--- config.mk ---
export PLATFORM = sky130hd
export DESIGN_NAME = plist_cell
export DESIGN_NICKNAME = d
export VERILOG_FILES = /design/src/sv/plist_pkg.sv /design/src/sv/plist_cell.sv
export SDC_FILE = /design/constraint.sdc
export NUM_CORES = 1
export LEC_CHECK = 0
export BUFFER_PORTS_ARGS = -buffer_cell sky130_fd_sc_hd__buf_2
export CAP_MARGIN = 5
export CORE_UTILIZATION = 23
export DETAILED_ROUTE_END_ITERATION = 8
export GPL_ROUTABILITY_DRIVEN = 0
export HOLD_SLACK_MARGIN = 0.03
export PLACE_DENSITY = 0.51
export SETUP_SLACK_MARGIN = 0.3
export SLEW_MARGIN = 20
export SYNTH_ARGS = -nofsm -noshare
export SYNTH_HDL_FRONTEND = slang
export SYNTH_SLANG_ARGS = --single-unit
--- constraint.sdc ---
create_clock -name clk -period 2.2 [get_ports clk]
set_input_delay 0.44 -clock clk [delete_from_list [all_inputs] [get_ports clk]]
set_output_delay 0.44 -clock clk [all_outputs]
set_load 0.05 [all_outputs]
--- src/sv/plist_pkg.sv ---
`timescale 1ns / 1ps

package plist_pkg;

	typedef enum logic [2:0] {
		CMD_INSERT = 3'd0,
		CMD_REMOVE = 3'd1,
		CMD_SEARCH = 3'd2,
		CMD_UPDATE = 3'd3,
		CMD_GET    = 3'd4
	} cmd_e;

	typedef enum logic [1:0] {
		S_IDLE,
		S_SCAN,
		S_DONE
	} state_e;

	typedef enum logic [1:0] {
		OP_HOLD,
		OP_INS,
		OP_REM,
		OP_UPD
	} cell_op_e;

	typedef struct packed {
		logic [2:0]         cmd;
		logic [6:0]         position;
		logic signed [31:0] value;
	} req_t;

	typedef struct packed {
		logic               ok;
		logic signed [31:0] read_value;
		logic [6:0]         found_position;
		logic [6:0]         count;
		logic               is_full;
		logic               is_empty;
	} rsp_t;

	// Broadcast to every cell of the chain.
	typedef struct packed {
		cell_op_e op;
		logic     scan_search;
		logic     scan_at_pos;
	} cell_ctl_t;

	// Word handed from cell to cell while a scan walks the chain.
	typedef struct packed {
		logic        tok;
		logic        hit;
		logic [6:0]  pos;
		logic [31:0] data;
	} scan_t;

endpackage

--- src/sv/plist_cell.sv ---
`timescale 1ns / 1ps

module plist_cell import plist_pkg::*; #(
	parameter int CAPACITY = 64,
	parameter int INDEX    = 0
) (
	input  logic                             clk,
	input  logic                             arst_n,
	input  cell_ctl_t                        ctl,
	input  logic [6:0]                       position,
	input  logic [$clog2(CAPACITY+1)-1:0]    count,
	input  logic [31:0]                      value,
	input  logic [31:0]                      left,
	input  logic [31:0]                      right,
	output logic [31:0]                      entry,
	input  scan_t                            scan_in,
	output scan_t                            scan_out
);

	localparam int CW = $clog2(CAPACITY + 1);
	localparam int XW = ((CW > 7) ? CW : 7) + 1;

	logic [XW-1:0] p_x;
	logic [XW-1:0] pos_x;
	logic [XW-1:0] cnt_x;
	logic [31:0]   entry_q;
	logic [31:0]   entry_d;
	logic          match;
	scan_t         scan_q;
	scan_t         scan_d;

	assign p_x   = XW'(INDEX + 1);
	assign pos_x = XW'(position);
	assign cnt_x = XW'(count);
	assign entry = entry_q;

	always_comb begin
		entry_d = entry_q;
		case (ctl.op)
			OP_INS: begin
				if (p_x == pos_x) begin
					entry_d = value;
				end else if (p_x > pos_x && p_x <= cnt_x + XW'(1)) begin
					entry_d = left;
				end
			end
			OP_REM: begin
				if (p_x >= pos_x && p_x < cnt_x) begin
					entry_d = right;
				end
			end
			OP_UPD: begin
				if (p_x == pos_x) begin
					entry_d = value;
				end
			end
			default: begin
				entry_d = entry_q;
			end
		endcase
	end

	always_ff @(posedge clk) begin
		entry_q <= entry_d;
	end

	assign match = (ctl.scan_search && p_x <= cnt_x && entry_q == value) ||
		(ctl.scan_at_pos && p_x == pos_x);

	// The first hit along the chain is kept; later cells pass it on untouched.
	always_comb begin
		scan_d = scan_in;
		if (scan_in.tok && !scan_in.hit && match) begin
			scan_d.hit  = 1'b1;
			scan_d.pos  = 7'(INDEX + 1);
			scan_d.data = entry_q;
		end
	end

	always_ff @(posedge clk or negedge arst_n) begin
		if (!arst_n) begin
			scan_q <= '0;
		end else begin
			scan_q <= scan_d;
		end
	end

	assign scan_out = scan_q;

endmodule
==> reports/qor.txt <==
drt pass-1 iters -> 4
run status -> finished with violations
die span in y -> 133 um
final wirelength -> 13900 um
Worst R2R End -> scan_out[1]$_DFF_PN0_
Setup-failing EPs final -> 19
critical path startpoint category -> flip-flop
max frequency -> 0.451 GHz
Final period util -> 101%
Clk pin slew, worst setup/hold paths -> 0.06 ns
largest net degree at the start of global routing -> 34
Critical Path End -> scan_out[1]$_DFF_PN0_
vias in the first global route -> 3829
Fillers -> 1690
kind of critical path -> reg2reg
DIE AREA -> 17600 um^2
Netlist cell types -> 34
final total power -> 3.99 mW
critical path endpoint category -> flip-flop
via count -> 3644
# IOs -> 230
grt total ovfl -> 0
Max IR drop VDD -> 373 uV
final slew viol count -> 0
Routed Antenna Nets -> 0
Synth Warn # -> 0
RR Startpoint -> entry[19]$_DFFE_PP_
initial antenna violation count -> 0
Avg WL per Cell -> 16.6 um
Slew @ Worst Pin -> 0.493 ns
H-tree Lvls -> 3
final hold vios -> 0
FF-to-FF setup slack -> -0.02 ns
first-pass GRT wire length -> 21100 um
register area share after synthesis -> 50.5%
R2R depth -> 8
Nets -> 767
TritonCTS Buffers -> 9
# rows -> 47
mapped cell area -> 3930 um^2
DRC viols -> 0
area of the multi-input gates -> 1930 um^2
leakage power -> 2.85 nW
synthesis-to-layout area growth -> 59.6%
Via density -> 4.37
instance area after placement -> 5770 um^2
MaxCap Viol Count -> 0
pwr dens -> 636 nW/um^2
synthesized area per cell -> 11.9 um^2
Worst Skew -> 0.00909 ns
dpl hpwl -> 10700 um
die width -> 133 um
Critical Path Fanout Max -> 6
# port buffers -> 229
Core Box Area -> 16600 um^2
Iter 0 DRT Violations -> 91
final worst slack -> -0.0191 ns
fin crit period -> 2.22 ns
Critical Path RT -> 2.42 ns
clock sink count -> 73
design area -> 6280 um^2
Reg area -> 1990 um^2
unrepaired setup endpoints after global routing -> true
Max-slew headroom -> 67.2%
register bit total from synthesis -> 73
layout cells sized above 1 -> 57.2%
gr usage total -> 16.0%
Mapped Nets -> 488
# diodes -> 0
Crit. Startpoint -> entry[19]$_DFFE_PP_
Cells after Synth -> 330
CTS root buf -> clkbuf_16
violated checks -> setup timing
clock buffer depth -> 2
clk_lat worst skew -> 0.34 ns
CTS tree -> yes
Worst Path Arrival -> 2.44 ns
worst hold path class -> in2async
cts hold-fix bufs -> 0
initial core utilization -> 23.6%
==> registers in the layout (all words and copies together), names as in the netlist <==
| register | flops |
|---|---|
| scan_out | 41 |
| entry | 32 |
==> final cells by class <==
cell class | count | area share, %
clock buffer | 11 | 3.71
clock inverter | 5 | 2.03
tap | 220 | 4.39
inverter | 2 | 0.120
sequential | 73 | 31.7
multi-input combinational | 232 | 30.8
timing repair buffer | 291 | 27.3
==> how the worst min path moves through the flow <==
stage            from                    end  slack, ns  cells past startpoint
2_1_floorplan  arst_n  scan_out[0]$_DFF_PN0_       0.14                      0
3_3_place_gp   arst_n  scan_out[1]$_DFF_PN0_       0.42                      1
3_5_place_dp   arst_n  scan_out[6]$_DFF_PN0_       0.45                      1
4_1_cts        arst_n  scan_out[1]$_DFF_PN0_       0.07                      1
5_1_grt        arst_n  scan_out[2]$_DFF_PN0_       0.09                      1
6_report       arst_n  scan_out[1]$_DFF_PN0_       0.06                      1
==> per-layer routing <==
layer,wire (um),up-vias,global-route usage [%]
li1,-,1782,-
met1,6160,1709,20.5
met2,6700,143,26.7
met3,885,10,4.06
met4,121,0,4.66
met5,0,-,0
==> critical path, stage by stage (launching register included) <==
cell and delay (ns):
edfxtp_1 0.41, xnor2_1 0.29, nand4_1 0.15, nor4_2 0.33, buf_4 0.18, a41oi_4 0.14
buf_4 0.19, buf_12 0.13, mux2_2 0.27
==> timing repair <==
| action | 4_1_cts | 5_1_grt |
|---|---|---|
| buffers inserted | 5 | 4 |
| gates resized for setup | 6 | 5 |
| setup endpoints to repair | 39 | 72 |
| pin swaps | 2 | 3 |
==> kinds of logic after synthesis <==
logic type                 synth area share [%]
adders and majority gates                 0.318
buffers and inverters                      2.99
DFF                                        50.5
xor gates and xnor gates                   7.13
and+or+nand+nor                            10.3
muxes                                      17.1
AOI/OAI and AO/OA                          11.7
==> cells in the mapped netlist <==
cell type	n	area, um^2
ha_1	1	12.5
mux2i_1	31	310
nand3b_1	1	7.51
xor2_1	4	35.0
and2_1	37	231
nand4_1	6	37.5
buf_6	2	22.5
clkbuf_1	15	56.3
nor4_1	3	18.8
xnor2_1	28	245
nand3_1	2	10.0
nand2b_1	1	6.26
or4_4	1	11.3
a32oi_1	1	8.76
a21oi_1	33	165
o21bai_1	1	7.51
mux2_2	29	327
nor3b_1	2	15.0
a211oi_1	31	233
o311ai_0	1	8.76
a41oi_2	1	16.3
edfxtp_1	32	961
nor4_2	2	25.0
dfrtp_1	41	1030
nand2_1	4	15.0
mux2_1	3	33.8
nor2_1	2	7.51
and3_1	3	18.8
buf_2	1	5.00
inv_1	2	7.51
o21ai_0	3	15.0
buf_4	2	15.0
a31oi_1	1	6.26
buf_1	3	11.3
==> layout by cell type, fill, tap and decap left out, types with 4 or more instances in the layout <==
cell type,instances
clkbuf_16,9
buf_12,7
dfrtp_1,41
a21oi_1,32
mux2_2,29
buf_4,52
bufinv_16,4
a211oi_1,31
nand4_1,6
edfxtp_1,32
nand2_1,4
and2_1,37
xnor2_2,4
xnor2_1,24
buf_2,229
mux2i_1,31
==> power breakdown <==
part / total (mW) / internal [mW] / switching [mW]
clock: 1.82 / 1.22 / 0.597
sequential: 1.49 / 1.47 / 0.0122
combinational: 0.681 / 0.290 / 0.391
==> stage by stage <==
| stage | hold WS, ns | setup TNS, ns | util, % | cells | worst slack, ns |
|---|---|---|---|---|---|
| 6_report | 0.0577 | -0.118 | 37.7 | 834 | -0.0191 |
| 3_5_place_dp | 0.448 | -9.81 | 34.7 | 809 | -0.345 |
| 4_1_cts | 0.0744 | -2.12 | 37.4 | 830 | -0.0912 |
| 3_3_place_gp | 0.422 | -8.90 | 34.7 | 809 | -0.331 |
| 5_1_grt | 0.0888 | -2.54 | 37.7 | 834 | -0.118 |
| 2_1_floorplan | 0.144 | 0 | - | 330 | 0.0224 |
(Power assumes the default switching activity.)
